--- src/hw/rtl/ott_pkg.sv ---
// Shared types and constants for the ordered timer table.
// No dependencies; compile first.
`timescale 1ns / 1ps
`default_nettype none

package ott_pkg;

  localparam int unsigned TIME_W         = 64;
  localparam int unsigned SLOT_W         = 4;
  localparam int unsigned OP_W           = 3;
  localparam int unsigned STATUS_W       = 2;
  localparam int unsigned NUM_TIMERS_DEF = 16;
  // most beats a single collect may return
  localparam int unsigned RESULT_CAP     = 16;
  localparam int unsigned CAP_W          = $clog2(RESULT_CAP + 1);
  localparam int unsigned ORD_IW         = $clog2(RESULT_CAP);

  localparam logic [TIME_W-1:0] TIME_ALL_ONES = '1;

  typedef enum logic [OP_W-1:0] {
    OP_ADD     = 3'd0,
    OP_CANCEL  = 3'd1,
    OP_RESET   = 3'd2,
    OP_REFRESH = 3'd3,
    OP_COLLECT = 3'd4,
    OP_NEXT    = 3'd5
  } op_e;

  typedef enum logic [STATUS_W-1:0] {
    ST_OK        = 2'd0,
    ST_NOT_FOUND = 2'd1,
    ST_FULL      = 2'd2,
    ST_NONE_DUE  = 2'd3
  } status_e;

  // slot flag updates, at most one per cycle
  typedef struct packed {
    logic alloc;
    logic cancel;
    logic expire;
    logic mark_per;
  } flag_cmd_t;

endpackage

`default_nettype wire

--- src/hw/rtl/ott_flags.sv ---
// Per-slot flag bits (pending, armed, recurring, period written) and the
// free-slot encoder. Depends on ott_pkg.
`timescale 1ns / 1ps
`default_nettype none

module ott_flags #(
  parameter int unsigned NUM_TIMERS = ott_pkg::NUM_TIMERS_DEF,
  localparam int unsigned IW        = $clog2(NUM_TIMERS)
) (
  input  logic                  clk_i,
  input  logic                  rst_ni,
  input  ott_pkg::flag_cmd_t    cmd_i,
  input  logic [IW-1:0]         idx_i,
  input  logic                  rec_i,
  output logic [NUM_TIMERS-1:0] pending_o,
  output logic [NUM_TIMERS-1:0] armed_o,
  output logic [NUM_TIMERS-1:0] recur_o,
  output logic [NUM_TIMERS-1:0] per_vld_o,
  output logic                  full_o,
  output logic                  any_o,
  output logic [IW-1:0]         free_idx_o
);

  import ott_pkg::*;

  logic [NUM_TIMERS-1:0] pend_q, arm_q, rec_q, pvld_q;

  always_ff @(posedge clk_i or negedge rst_ni) begin
    if (!rst_ni) begin
      pend_q <= '0;
      arm_q  <= '0;
      rec_q  <= '0;
      pvld_q <= '0;
    end else begin
      if (cmd_i.alloc) begin
        pend_q[idx_i] <= 1'b1;
        arm_q[idx_i]  <= 1'b1;
        rec_q[idx_i]  <= rec_i;
        pvld_q[idx_i] <= 1'b1;
      end
      if (cmd_i.cancel) begin
        pend_q[idx_i] <= 1'b0;
      end
      if (cmd_i.expire) begin
        pend_q[idx_i] <= 1'b0;
        arm_q[idx_i]  <= 1'b0;
      end
      if (cmd_i.mark_per) begin
        pvld_q[idx_i] <= 1'b1;
      end
    end
  end

  // lowest free slot wins
  always_comb begin
    free_idx_o = '0;
    for (int i = NUM_TIMERS - 1; i >= 0; i--) begin
      if (!pend_q[i]) free_idx_o = IW'(i);
    end
  end

  assign pending_o = pend_q;
  assign armed_o   = arm_q;
  assign recur_o   = rec_q;
  assign per_vld_o = pvld_q;
  assign full_o    = &pend_q;
  assign any_o     = |pend_q;

endmodule

`default_nettype wire

--- config.mk ---
export PLATFORM = sky130hd
export DESIGN_NAME = ott_flags
export DESIGN_NICKNAME = d
export VERILOG_FILES = /design/src/hw/rtl/ott_pkg.sv /design/src/hw/rtl/ott_flags.sv
export SDC_FILE = /design/constraint.sdc
export NUM_CORES = 1
export LEC_CHECK = 0
export BUFFER_PORTS_ARGS = -buffer_cell sky130_fd_sc_hd__buf_4
export CORE_AREA = 2 2 77 108
export CTS_CLUSTER_SIZE = 16
export DETAILED_ROUTE_END_ITERATION = 12
export DIE_AREA = 0 0 79 110
export PLACE_DENSITY = 0.56
export SETUP_SLACK_MARGIN = 0.05
export SKIP_CTS_REPAIR_TIMING = 1
export SYNTH_ARGS = -nofsm -noshare
export SYNTH_HDL_FRONTEND = slang
export SYNTH_SLANG_ARGS = --single-unit
--- constraint.sdc ---
create_clock -name clk_i -period 1.52 [get_ports clk_i]
set_clock_uncertainty 0.05 [all_clocks]
set_input_delay 0.228 -clock clk_i [delete_from_list [all_inputs] [get_ports clk_i]]
set_output_delay 0.228 -clock clk_i [all_outputs]
set_load 0.03 [all_outputs]
Word-level counts from Yosys, hierarchy flattened
Index checks and enable logic that the tools add are counted.
{"block": "classes", "order_cmp": 2, "muxes": 26, "bitwise_logic": 8, "n_reduce_logical": 3}
{"cell": "two-way mux 16 bit", "count": 7}
{"cell": "two-way mux 4 bit", "count": 16}
{"cell": "OR 16 bit", "count": 4}
{"cell": "AND 16 bit", "count": 3}
{"cell": "bitwise mux 16 bit", "count": 1}
{"cell": "NOT 16 bit", "count": 1}
{"cell": "AND reduction 16 bit", "count": 1}
{"cell": "OR reduction 16 bit", "count": 1}
{"cell": "< comparator 4 x 5 -> 1 bit, second input constant", "count": 1}
{"cell": "demux 1 bit (select 4 bit)", "count": 1}
{"cell": "greater-or-equal comparator 4 x 1 -> 1 bit, second input constant", "count": 1}
{"cell": "logical AND 1 bit", "count": 1}
{"cell": "two-way mux 1 bit", "count": 1}
{"block": "word_totals", "register_bits": 64, "input_bits": 11, "output_inout_bits": 70, "word_cells": 43}

Longest topological paths before layout
{"block": "logic_depth", "depth_word": 16, "depth_mapped": 5, "depth_no_buf": 4}

Worst setup path before layout
OpenSTA, ideal clock, no wires.
{"block": "synth_path", "path_kind": "register to output", "startpoint": "reg pend_q[2], in the netlist pending_o[2]", "endpoint": "out full_o", "t_arrival_ns": 1.746, "t_required_ns": 1.242, "slack_ns": -0.504, "stages_incl_launch_ff": 4, "n_path_buf": 0, "cell_sequence": "dfrtp_1 nand2_1 or3_1 nor3_1"}
{"block": "synth_via", "elab_chain_len": 1}
{"element": "start, declared", "line_no": "ott_flags.sv:26", "source": "logic [NUM_TIMERS-1:0] pend_q, arm_q, rec_q, pvld_q;"}
{"element": "start signal, assigned", "line_no": "ott_flags.sv:30", "source": "pend_q <= '0;"}
{"element": "start signal, assigned by index", "line_no": "ott_flags.sv:36", "source": "pend_q[idx_i] <= 1'b1;"}
{"element": "start signal, assigned by index", "line_no": "ott_flags.sv:42", "source": "pend_q[idx_i] <= 1'b0;"}
{"element": "AND reduction 16 bit", "line_no": "ott_flags.sv:66", "source": "assign full_o = &pend_q;"}
{"element": "end, declared", "line_no": "ott_flags.sv:19", "source": "output logic full_o,"}
Every way passes these cells.

Worst setup path in the final report
{"block": "layout_path", "startpoint": "reg pend_q[3], in the netlist pending_o[3]", "endpoint": "out full_o"}
Same word-level chain as after synthesis.

==> impl_metrics.yaml <==
worst_setup_path:
  crit_path_start_kind: "flip-flop"
  cp_max_fo: 3
  worstSetupPathType: "flip-flop to primary output"
  worstPathArrival_ns: 1.53
  cp.required_ns: 1.24
  cpPeakStageDelay_ns: 0.42
  crit_chain: "nand2_4 > or3_4 > nor3_4 > buf_6"
  setup.worst_path.end_class: "primary output"
  slowest_stage: "or3_4"
  r2r_cells: 4
cts:
  clk_pin_slew_worst_paths_ns: 0.06
  cts_tree: "done"
  cts_sinks: 64
  htree_levels: 3
  cts-root-buf: "clkbuf_8"
  numCtsBuffers: 9
  clock_path_buffers: 2
  clk_latency_ns: 0.34
timing:
  period_share: 1.19
  worstMarginPinSlew_ns: 0.355
  final.setup.tns_ns: -1.39
  fin_ws_ns: -0.286
  rsz0062_at_grt: "true"
  layout_min_cycle_time_ns: 1.81
  drv_slew: 0
  setup_violations: 6
  fmax_ghz: 0.554
  max-slew-margin-rel: 0.764
  hold_viol: 0
finish:
  multiInputGateArea_sq_mm: 0.00109
  finalNetCount: 376
  area.sequential_sq_mm: 0.00162
  finalNonFillerCells: 469
  drive_gt1_frac: 0.501
  area_growth_syn_to_layout_pct: 51.4
  fillers: 735
  num_antenna_cells: 0
  post-route-util: 0.519
hold_path:
  hold_class: "input pin to flip-flop"
  holdPathStages: 2
power:
  vdd_drop_max_mv: 0.731
  leakage_nw: 1.81
  power.density_mw_per_mm2: 1450
routing:
  wl_mm: 7.51
  vias_per_cell: 4.99
  drt_iter0_drc: 140
  avgRoutedWirePerCell_um: 16.0
  dr.pass1.iters: 4
  ant_nets: 0
  drc_errors: 0
  num_vias: 2341
floorplan:
  coreArea_sq_mm: 0.00770
  io_pins: 81
  fp-row-count: 38
  die_h_um: 110
  die_area_sq_mm: 0.00869
  fp.dieW_um: 79
  start_util: 0.342
logic_synthesis:
  ys_seq_area_frac: 0.607
  synth.distinct_cells: 23
  ys_warn_count: 0
  async_flop_share: 1.00
  synth_nets: 256
  synth_area_sq_mm: 0.00264
  syn_area_per_cell_sq_um: 10.8
  syn_inst: 245
  ys.flop_type: "dfrtp_1"
  synth-seq-cells: 64
  synth_edf_count: 0
job:
  max-cap-violations: 0
global_route:
  grt_max_degree: 45
  grt_pass1_wl_mm: 12.3
  grt_usage: 0.187
  grt.overflow.total: 0
  grt_pass1_vias: 2402
  antenna_found_initial: 0
placed_design:
  dp.cells: 447
  dp_hpwl_mm: 5.51
  port_buffers: 80
  routabilityCongestion: 0.817
  detailedPlace.worstSlack_ns: 0.0167
run_status:
  violations: "setup timing"
  run_status: "finished, violations left"
area by class of cell:
type / count / share of cell area
flip-flops and latches: 64 / 0.406
multi-input cells: 164 / 0.274
repair buffers: 121 / 0.240
clock buffers: 15 / 0.0442
well taps: 100 / 0.0313
inverters: 5 / 0.00470
sequential cells by signal (all words and copies together) (netlist names):
signal     count
armed_o       16
pending_o     16
per_vld_o     16
recur_o       16
worst paths after layout:
kind	start	end	slack, ns
max	pending_o[3]$_DFF_PN0_	full_o	-0.29
min	cmd_i[1]	armed_o[3]$_DFF_PN0_	0.19
max reg2reg	pending_o[4]$_DFF_PN0_	pending_o[4]$_DFF_PN0_	0.48
min reg2reg	per_vld_o[1]$_DFF_PN0_	per_vld_o[1]$_DFF_PN0_	0.41
max in group asynchronous	rst_ni	pending_o[10]$_DFF_PN0_	0.63
min in group asynchronous	rst_ni	per_vld_o[3]$_DFF_PN0_	0.25
cells by family after synthesis:
family	share of synthesized area
multiplexers	0.0683
AND/OR/NAND/NOR	0.113
buffers and inverters	0.0242
flip-flops	0.607
AO/OA/AOI/OAI	0.187
worst max-delay path: cells and delay by family, from the launching register on:
family                 cells  cell delay (ns)
and+or+nand+nor            3             0.64
DFF                        1             0.40
buffers and inverters      1             0.15
where the power goes:
group          switching [mW]  total, mW  internal, mW
Combinational            1.29       2.18         0.889
Sequential              0.259       2.31          2.05
Clock                   0.597       1.32         0.719
placed cells by master (no fill, tap or decap), types with 6 or more instances in the layout:
cell,n
a21o_1,16
a21oi_1,58
buf_4,112
buf_6,6
clkbuf_8,12
dfrtp_1,48
dfrtp_2,16
mux2_2,16
nand2_1,21
nor2_1,10
metrics by stage:
step	power [mW]	hold WS (ns)	instance area [sq um]
after floorplan	3.46	-0.118	2720
after global placement	4.38	0.0868	3680
after detailed placement	4.40	0.0860	3680
after CTS	5.75	-0.291	3860
after global routing	6.13	0.175	3990
final	5.81	0.193	3990
routing by layer:
metal | vias up | wire [um] | track usage
li1 | 1111 | - | -
met5 | - | 0 | 0
met2 | 56 | 3840 | 0.312
met1 | 1164 | 3200 | 0.231
met3 | 10 | 334 | 0.0537
met4 | 0 | 136 | 0.0702
synth_stat cells, types with 4 or more instances:
library cell | instances | area share
nor3_1 | 7 | 0.013
o21ai_0 | 4 | 0.0076
nand4_1 | 5 | 0.012
mux2_2 | 16 | 0.068
dfrtp_1 | 64 | 0.61
a21oi_1 | 58 | 0.11
clkbuf_1 | 11 | 0.016
nor2_1 | 11 | 0.016
nand2_1 | 24 | 0.034
nor4_1 | 5 | 0.012
nand2b_1 | 4 | 0.0095
inv_1 | 5 | 0.0071
a22oi_1 | 4 | 0.011
a21o_1 | 16 | 0.046
No activity file was read; power rests on OpenSTA's default activity.
