`config.mk`:
```
export PLATFORM = sky130hd
export DESIGN_NAME = ott_ram
export DESIGN_NICKNAME = d
export VERILOG_FILES = /design/src/hw/rtl/ott_ram.sv
export SDC_FILE = /design/constraint.sdc
export NUM_CORES = 1
export LEC_CHECK = 0
export BUFFER_PORTS_ARGS = -buffer_cell sky130_fd_sc_hd__buf_2
export CORE_ASPECT_RATIO = 0.7
export CORE_UTILIZATION = 55
export CTS_CLUSTER_DIAMETER = 80
export DETAILED_ROUTE_END_ITERATION = 6
export GPL_TIMING_DRIVEN = 0
export PLACE_DENSITY_LB_ADDON = 0.1
export SYNTH_ARGS = -nofsm -noshare
export SYNTH_HDL_FRONTEND = slang
export SYNTH_SLANG_ARGS = --single-unit
```
`constraint.sdc`:
```
create_clock -name clk_i -period 5.85 [get_ports clk_i]
set_clock_uncertainty 0.05 [all_clocks]
set_input_delay 0.585 -clock clk_i [delete_from_list [all_inputs] [get_ports clk_i]]
set_output_delay 0.585 -clock clk_i [all_outputs]
set_load 0.05 [all_outputs]
```
`src/hw/rtl/ott_ram.sv`:
```
// Simple dual-port synchronous RAM, one write and one registered read per cycle.
// No dependencies.
`timescale 1ns / 1ps
`default_nettype none

module ott_ram #(
  parameter int unsigned DEPTH = 16,
  parameter int unsigned WIDTH = 64,
  localparam int unsigned AW   = $clog2(DEPTH)
) (
  input  logic             clk_i,
  input  logic             we_i,
  input  logic [AW-1:0]    waddr_i,
  input  logic [WIDTH-1:0] wdata_i,
  input  logic [AW-1:0]    raddr_i,
  output logic [WIDTH-1:0] rdata_o
);

  logic [WIDTH-1:0] mem_q [DEPTH];

  always_ff @(posedge clk_i) begin
    if (we_i) begin
      mem_q[waddr_i] <= wdata_i;
    end
  end

  always_ff @(posedge clk_i) begin
    rdata_o <= mem_q[raddr_i];
  end

endmodule

`default_nettype wire

```
# [Word level (Yosys, flattened, before mapping)]
# Memories as Yosys holds them, arrays and structs flattened. A register that Yosys moved wholly into a read port is not among the register bits.
# Index checks and enable logic that the tools add are counted.
[word_totals] reg_bits=0 inputBits=74 n_memories=1 elab_cells=3 out_inout_bits=64 rom_bits=0 latch_bits=0 mem_bits_rw=1024
[op_classes] shift=0 add_sub_neg=0 n_mux=2 n_eq_ne=0 n_lt_le_gt_ge=0 n_div=0 n_reduce_logical=0 n_bitwise=0 mul=0
[mem_list] memory="mem_q" words=16 width=64 rd=1 rd_clocked_by_memory_dff=1 write_ports=1 line="19" rtl="logic [WIDTH-1:0] mem_q [DEPTH];"
[op_table] operator="2-to-1 mux 1 bit" count=2

# [Depth between registers and ports, before layout]
# Gate-level depths: netlist (run 1).
[depth] ltp_word=2 depth_mapped=6 ltp_nobuf=3

# [Least setup slack after synthesis (run 1)]
# OpenSTA, ideal clock, no wires.
[synth_timing] kind="input to register" from="in waddr_i[2]" to="mem mem_q[0][0], enable pin" slack_ps=-214 path_stages=2 required_ps=5235 n_path_buf=0 setup_time_ps=565 t_arrival_ps=5448 cell_sequence="or3b_2 -> nor3_1"
[synth_lines] element="from (decl)" line="13" rtl="input logic [AW-1:0] waddr_i,"
[synth_lines] element="to (decl)" line="19"
# Straight into the memory's write port.

==> results of run 1 <==
-- layer usage --
| metal | routed length [um] | GRT usage | up-vias |
|---|---|---|---|
| met2 | 39090 | 0.3556 | 775 |
| met1 | 38400 | 0.3859 | 9897 |
| met4 | 1548 | 0.05702 | 8 |
| met3 | 7100 | 0.04412 | 124 |
| li1 | - | - | 7664 |
| met5 | 46 | 0 | - |
-- power by group through the flow --
stage	Clock, mW	Combinational (mW)	Sequential (mW)
final	6.61	0.978	8.76
after global routing	6.99	1.04	8.77
after CTS	6.71	0.988	8.76
after detailed placement	0	0.984	8.92
after global placement	0	0.933	8.94
after floorplan	0	0.415	9.11
-- placed cells by master (no fill, tap or decap), types with 3 or more instances in the layout --
cell type                   count
sky130_fd_sc_hd__clkbuf_1      53
sky130_fd_sc_hd__buf_6         34
sky130_fd_sc_hd__buf_16        12
sky130_fd_sc_hd__buf_4          7
sky130_fd_sc_hd__nor2_4        12
sky130_fd_sc_hd__buf_2        148
sky130_fd_sc_hd__dfxtp_1       64
sky130_fd_sc_hd__buf_12        26
sky130_fd_sc_hd__clkbuf_8      12
sky130_fd_sc_hd__diode_2        3
sky130_fd_sc_hd__mux4_2       256
sky130_fd_sc_hd__clkinv_2      19
sky130_fd_sc_hd__buf_8          6
sky130_fd_sc_hd__clkbuf_16    101
sky130_fd_sc_hd__buf_1         16
sky130_fd_sc_hd__a22oi_1      128
sky130_fd_sc_hd__nor3_2         3
sky130_fd_sc_hd__bufinv_16     13
sky130_fd_sc_hd__clkinv_1      16
sky130_fd_sc_hd__nand2_1       65
sky130_fd_sc_hd__edfxtp_1    1024
-- worst max-delay path, cell delays in order --
cell                       delay (ns)
sky130_fd_sc_hd__buf_2           0.12
sky130_fd_sc_hd__nor2_1          1.03
sky130_fd_sc_hd__clkbuf_1        0.68
sky130_fd_sc_hd__a22oi_1         0.21
sky130_fd_sc_hd__nand2_1         0.24
-- registers in the layout, indices dropped and copies added, names as in the netlist --
| register | flops |
|---|---|
| mem_q | 1024 |
| rdata_o | 64 |
-- path summary, 6_finish.rpt --
path / start / endpoint / slack [ns] / cells past startpoint
max: raddr_i[2] / rdata_o[20]$_DFF_P_ / 3.49 / 5
min reg2reg: mem_q[14][21]$_DFFE_PP_ / rdata_o[21]$_DFF_P_ / 0.62 / 3
max reg2reg: mem_q[11][50]$_DFFE_PP_ / rdata_o[50]$_DFF_P_ / 4.33 / 3
min: wdata_i[14] / mem_q[4][14]$_DFFE_PP_ / 0.25 / 1
-- cell type report --
| type | count | area [um2] |
|---|---|---|
| Antenna cell | 3 | 7.507 |
| Buffer | 84 | 451.7 |
| Clock buffer | 130 | 2756 |
| Clock inverter | 52 | 581.8 |
| Fill cell | 4560 | 24440 |
| Multi-Input combinational cell | 475 | 7216 |
| Sequential cell | 1088 | 32030 |
| Tap cell | 954 | 1194 |
| Timing Repair Buffer | 201 | 1861 |
-- cell families (layout without fill, tap and decap cells) --
logic type | after synthesis | count (layout) | share of synthesized area
AO/OA/AOI/OAI | 128 | 128 | 0.02428
buffers and inverters | 84 | 467 | 0.01141
flip-flops | 1088 | 1088 | 0.8092
multiplexers | 256 | 256 | 0.1457
other | 0 | 3 | 0
AND/OR/NAND/NOR | 91 | 91 | 0.009420
==> impl_metrics.yaml, run 1 <==
status:
  run_status: "completed"
routing:
  route.detailed.wl_per_inst_um: 28.85
  final_antenna_net_count: 0
  detail_route.drc_violations: 0
  dr_total_vias: 18468
  drt_wl_total_mm: 86.19
  drt_first_pass_iters: 5
  vias_per_cell: 6.183
  iteration_0_drc_markers: 2381
sta:
  final_cycle_share: 0.4038
  worstMarginPinSlew_ns: 1.372
  report.final.slew_viol_count: 0
  setup_total_negative_slack_ns: 0
  setup_ws_final_ns: 3.488
  final_period_minus_worst_setup_slack_ns: 2.362
  max_freq_ghz: 0.4233
  worst_slew_margin_rel: 0.08191
  hold-worst-slack_ns: 0.2538
  grt_setup_unrepaired: "false"
  final-hold-violation-count: 0
  finalSetupViolations: 0
place:
  place.port_buffers: 135
  dp_cells: 2802
  detailedPlace.worstSlack_ns: 2.824
  place.gp.congestion: 0.7121
  place_area_um2: 42750
  hpwl_mm: 53.00
cts:
  post_cts_buffers: 0
  postCtsResizedCells: 0
  clock_sinks: 1088
  cts.clk_slew.worst_paths_ns: 0.07
  ctsLongestPathBuffers: 3
  numCtsBuffers: 99
  clk-insertion-delay-late_ns: 0.66
  clock_root_buffer: "sky130_fd_sc_hd__clkbuf_16"
  clock_tree.htree_level_count: 3
  postCtsHoldBufs: 0
  tritoncts_clock_tree: "done"
power_and_ir_drop:
  vdd.ir_drop.worst_mv: 0.2859
  share_seq_of_total_power: 0.536
  cellPowerDensity_nw_per_um2: 354.6
  power_frac_clock: 0.404
  combinationalPowerShare: 0.060
  leakagePower_nw: 14.93
  sw_frac_of_total: 0.2093
  internal_power_mw: 12.93
  total_switching_power_mw: 3.422
  fin_total_pwr_mw: 16.35
worst_setup_path:
  critical_path_arrival_ns: 2.87
  timing_worst_setup_path_type: "primary input to flip-flop"
  timing.critical_path.required_ns: 6.35
  crit_path_max_fanout: 10
  crit_path_start_kind: "primary input"
  crit_path_end_kind: "flip-flop"
floorplanning:
  floorplan.die.width_um: 322.6
  fp-row-count: 81
  start_util: 0.5611
  die_area_um2: 73060
  floorplan.core_area_um2: 70540
  dieHeight_um: 226.4
  boundaryPins: 138
logic_synthesis:
  async_reset_ff_frac: 0
  synth-warning-count: 0
  post_synth_main_area_contributors: "sky130_fd_sc_hd__edfxtp_1 78%, sky130_fd_sc_hd__mux4_2 15%, sky130_fd_sc_hd__dfxtp_1 3.2%"
  synth-seq-cells: 1088
  synthesis.area_um2: 39580
  synth-seq-area-share: 0.8092
  synth_top_area_cell: "sky130_fd_sc_hd__edfxtp_1"
  synthesis.instances: 1647
  synth_fp_nets: 1721
  synth.avg_cell_area_um2: 24.03
  yosysMostFrequentCell: "sky130_fd_sc_hd__edfxtp_1"
  dominantRegCellSynth: "sky130_fd_sc_hd__edfxtp_1"
  synth_commonest_cells: "1024 x sky130_fd_sc_hd__edfxtp_1, 256 x sky130_fd_sc_hd__mux4_2, 128 x sky130_fd_sc_hd__a22oi_1"
  post_synth_num_cell_types: 18
  synth_top_area_frac: 0.7769
  synth_edf_count: 1024
global_route:
  antenna_found_initial: 7
  grt_max_degree: 23
  overflow: 0
  groute.usage.overall: 0.2433
  grt_pass1_vias: 18536
  wire_length_of_the_first_global_routing_pass_mm: 125.2
cells_and_area:
  final_cell_count_no_fill: 2987
  final_design_area_no_fill_um2: 46100
  area_growth_syn_to_layout_pct: 16.46
  post_route_cells_drive_above_1_share: 0.3227
  utilization: 0.6535
  finalNetCount: 2023
flow_run:
  max_capacitance_violation_total: 0
min_path:
  worstHoldPathType: "primary input to flip-flop"
Note: power is estimated with default switching activity, not from simulation.
==> inputs of run 2 (changes only) <==
Settings changed: CORE_UTILIZATION 55 to 60.
Clock period 5.85 ns to 2.2 ns, I/O delays scaled along.
==> impl_metrics.yaml, run 2 (synthesized netlist as in run 1, its figures left out) <==
cells_and_area:
  post_route_cells_drive_above_1_share: 0.3052
  seq_area_um2: 32030
  multi_input_area_um2: 7249
  final_design_area_no_fill_um2: 46460
  largest_register_ffs: 1024
  area_growth_syn_to_layout_pct: 17.38
  layout_common_cells: "1024 x sky130_fd_sc_hd__edfxtp_1, 256 x sky130_fd_sc_hd__mux4_2, 148 x sky130_fd_sc_hd__buf_2"
  reg.largest.list: "mem_q x1024, rdata_o x64"
  finalNetCount: 2075
  top_register: "mem_q"
  utilization: 0.7148
  fillCellCount: 3850
  final_common_cell: "sky130_fd_sc_hd__edfxtp_1"
cts:
  clock_tree.htree_level_count: 3
  post_cts_buffers: 0
  cts.clk_slew.worst_paths_ns: 0.06
  numCtsBuffers: 96
  clk-insertion-delay-late_ns: 0.65
  ctsLongestPathBuffers: 3
  tritoncts_clock_tree: "done"
  clock_root_buffer: "sky130_fd_sc_hd__clkbuf_16"
  clock_sinks: 1088
  postCtsResizedCells: 0
routing:
  detail_route.drc_violations: 0
  drt_wl_total_mm: 87.53
  vias_per_cell: 6.316
  drt_first_pass_iters: 6
  dr_total_vias: 18694
  iteration_0_drc_markers: 2282
  route.detailed.wl_per_inst_um: 29.57
  final_antenna_net_count: 0
sta:
  max_freq_ghz: 0.5209
  worstMarginPinSlew_ns: 1.360
  worst_slew_margin_rel: 0.09029
  final-hold-violation-count: 0
  report.final.slew_viol_count: 0
  final_cycle_share: 0.8726
  setup_ws_final_ns: 0.2803
  finalSetupViolations: 0
  grt_setup_unrepaired: "false"
  final_period_minus_worst_setup_slack_ns: 1.920
worst_setup_path:
  crit_path_max_fanout: 10
  crit_end: "rdata_o[41]$_DFF_P_"
  crit_path_end_kind: "flip-flop"
  critical_path_arrival_ns: 2.45
  crit-reg2reg-capture: "rdata_o[15]$_DFF_P_"
  number_of_cell_instances_on_the_worst_register_to_register_path: 3
  timing.reg2reg.setup_slack_ns: 0.71
  timing.critical_path.required_ns: 2.73
  r2r_start: "mem_q[11][15]$_DFFE_PP_"
  timing_worst_setup_path_type: "primary input to flip-flop"
  crit_path_start_kind: "primary input"
  setup.worst_path.start: "raddr_i[2]"
min_path:
  worstHoldPathType: "primary input to flip-flop"
place:
  place.gp.congestion: 0.7275
  place_area_um2: 42770
  detailedPlace.worstSlack_ns: -0.3835
  hpwl_mm: 54.30
  place.port_buffers: 135
global_route:
  overflow: 0
  antenna_found_initial: 9
  global_route.usage.met1: 0.4197
  grt_max_degree: 23
  grt.busiest_layer: "met1"
  gr-usage-met2: 0.4055
  groute.usage.overall: 0.2714
  grt.met3_usage: 0.05775
  grt_pass1_vias: 19203
  wire_length_of_the_first_global_routing_pass_mm: 128.1
flow_run:
  max_capacitance_violation_total: 0
floorplanning:
  floorplan.core_area_um2: 65000
  fp-row-count: 78
  start_util: 0.6090
  die_area_um2: 67020
  dieHeight_um: 216.9
  boundaryPins: 138
  floorplan.die.width_um: 309.0
power_and_ir_drop:
  fin_total_pwr_mw: 42.27
  leakagePower_nw: 15.06
  cellPowerDensity_nw_per_um2: 909.7
  vdd.ir_drop.worst_mv: 0.6420
status:
  run_status: "completed"
[run 2: cell count changes in the layout (fill, tap and decap cells not counted), moves of 2 or more]
| cell | before | now |
|---|---|---|
| sky130_fd_sc_hd__dlygate4sd3_1 | 0 | 64 |
| sky130_fd_sc_hd__buf_6 | 34 | 13 |
| sky130_fd_sc_hd__clkbuf_1 | 53 | 66 |
| sky130_fd_sc_hd__buf_16 | 12 | 22 |
| sky130_fd_sc_hd__bufinv_16 | 13 | 5 |
| sky130_fd_sc_hd__clkinv_1 | 16 | 8 |
| sky130_fd_sc_hd__clkbuf_16 | 101 | 97 |
| sky130_fd_sc_hd__clkbuf_8 | 12 | 16 |
| sky130_fd_sc_hd__clkinv_2 | 19 | 16 |
| sky130_fd_sc_hd__nor3_2 | 3 | 0 |
| sky130_fd_sc_hd__nor3_4 | 1 | 4 |
| sky130_fd_sc_hd__buf_8 | 6 | 8 |
[run 2: timing repair]
action,4_1_cts,5_1_grt
hold buffers,64,0
endpoints found under the setup margin,0,0
endpoints found under the hold margin,1024,0
[run 2: cell type report]
| type | instances | share of cell area |
|---|---|---|
| Clock inverter | 31 | 0.005952 |
| Multi-Input combinational cell | 475 | 0.1560 |
| Tap cell | 880 | 0.02370 |
| Buffer | 84 | 0.009722 |
| Antenna cell | 3 | 0.0001616 |
| Timing Repair Buffer | 256 | 0.05559 |
| Sequential cell | 1088 | 0.6894 |
| Clock buffer | 143 | 0.05941 |
[run 2: metrics by stage]
| step | setup TNS (ns) | hold slack [ns] | std cells |
|---|---|---|---|
| 2_1_floorplan | -357.93 | 0.2689 | 1647 |
| 3_3_place_gp | -2400.48 | 0.5295 | 2662 |
| 3_5_place_dp | -55.49 | 0.5414 | 2719 |
| 4_1_cts | 0 | 0.05326 | 2957 |
| 5_1_grt | 0 | 0.07677 | 2958 |
| 6_report | 0 | 0.07328 | 2960 |
[run 2: metal layers]
layer / share of wire / wire length, um
met1: 0.42 / 37200
met2: 0.46 / 40650
met3: 0.091 / 7998
met4: 0.019 / 1635
met5: 0.00061 / 53
[run 2: how the worst min path moves through the flow]
| stage | start | to | cells after the start |
|---|---|---|---|
| after floorplan | wdata_i[0] | mem_q[0][0]$_DFFE_PP_ | 0 |
| after CTS | waddr_i[0] | mem_q[0][26]$_DFFE_PP_ | 2 |
| final | waddr_i[1] | mem_q[4][25]$_DFFE_PP_ | 2 |
| after global routing | waddr_i[1] | mem_q[4][25]$_DFFE_PP_ | 2 |
| after global placement | wdata_i[33] | mem_q[10][33]$_DFFE_PP_ | 1 |
| after detailed placement | wdata_i[33] | mem_q[11][33]$_DFFE_PP_ | 1 |
[run 2: critical path, cell delays in order]
cell	delay, ns
sky130_fd_sc_hd__buf_2	0.11
sky130_fd_sc_hd__nor2_1	1.02
sky130_fd_sc_hd__clkbuf_1	0.71
sky130_fd_sc_hd__a22oi_1	0.25
sky130_fd_sc_hd__nand2_1	0.12
[run 2: report_power, final]
part	switching, mW	internal [mW]
sequential	0.134	23.2
combinational	1.74	0.969
clock	7.03	9.24
total	8.90	33.4
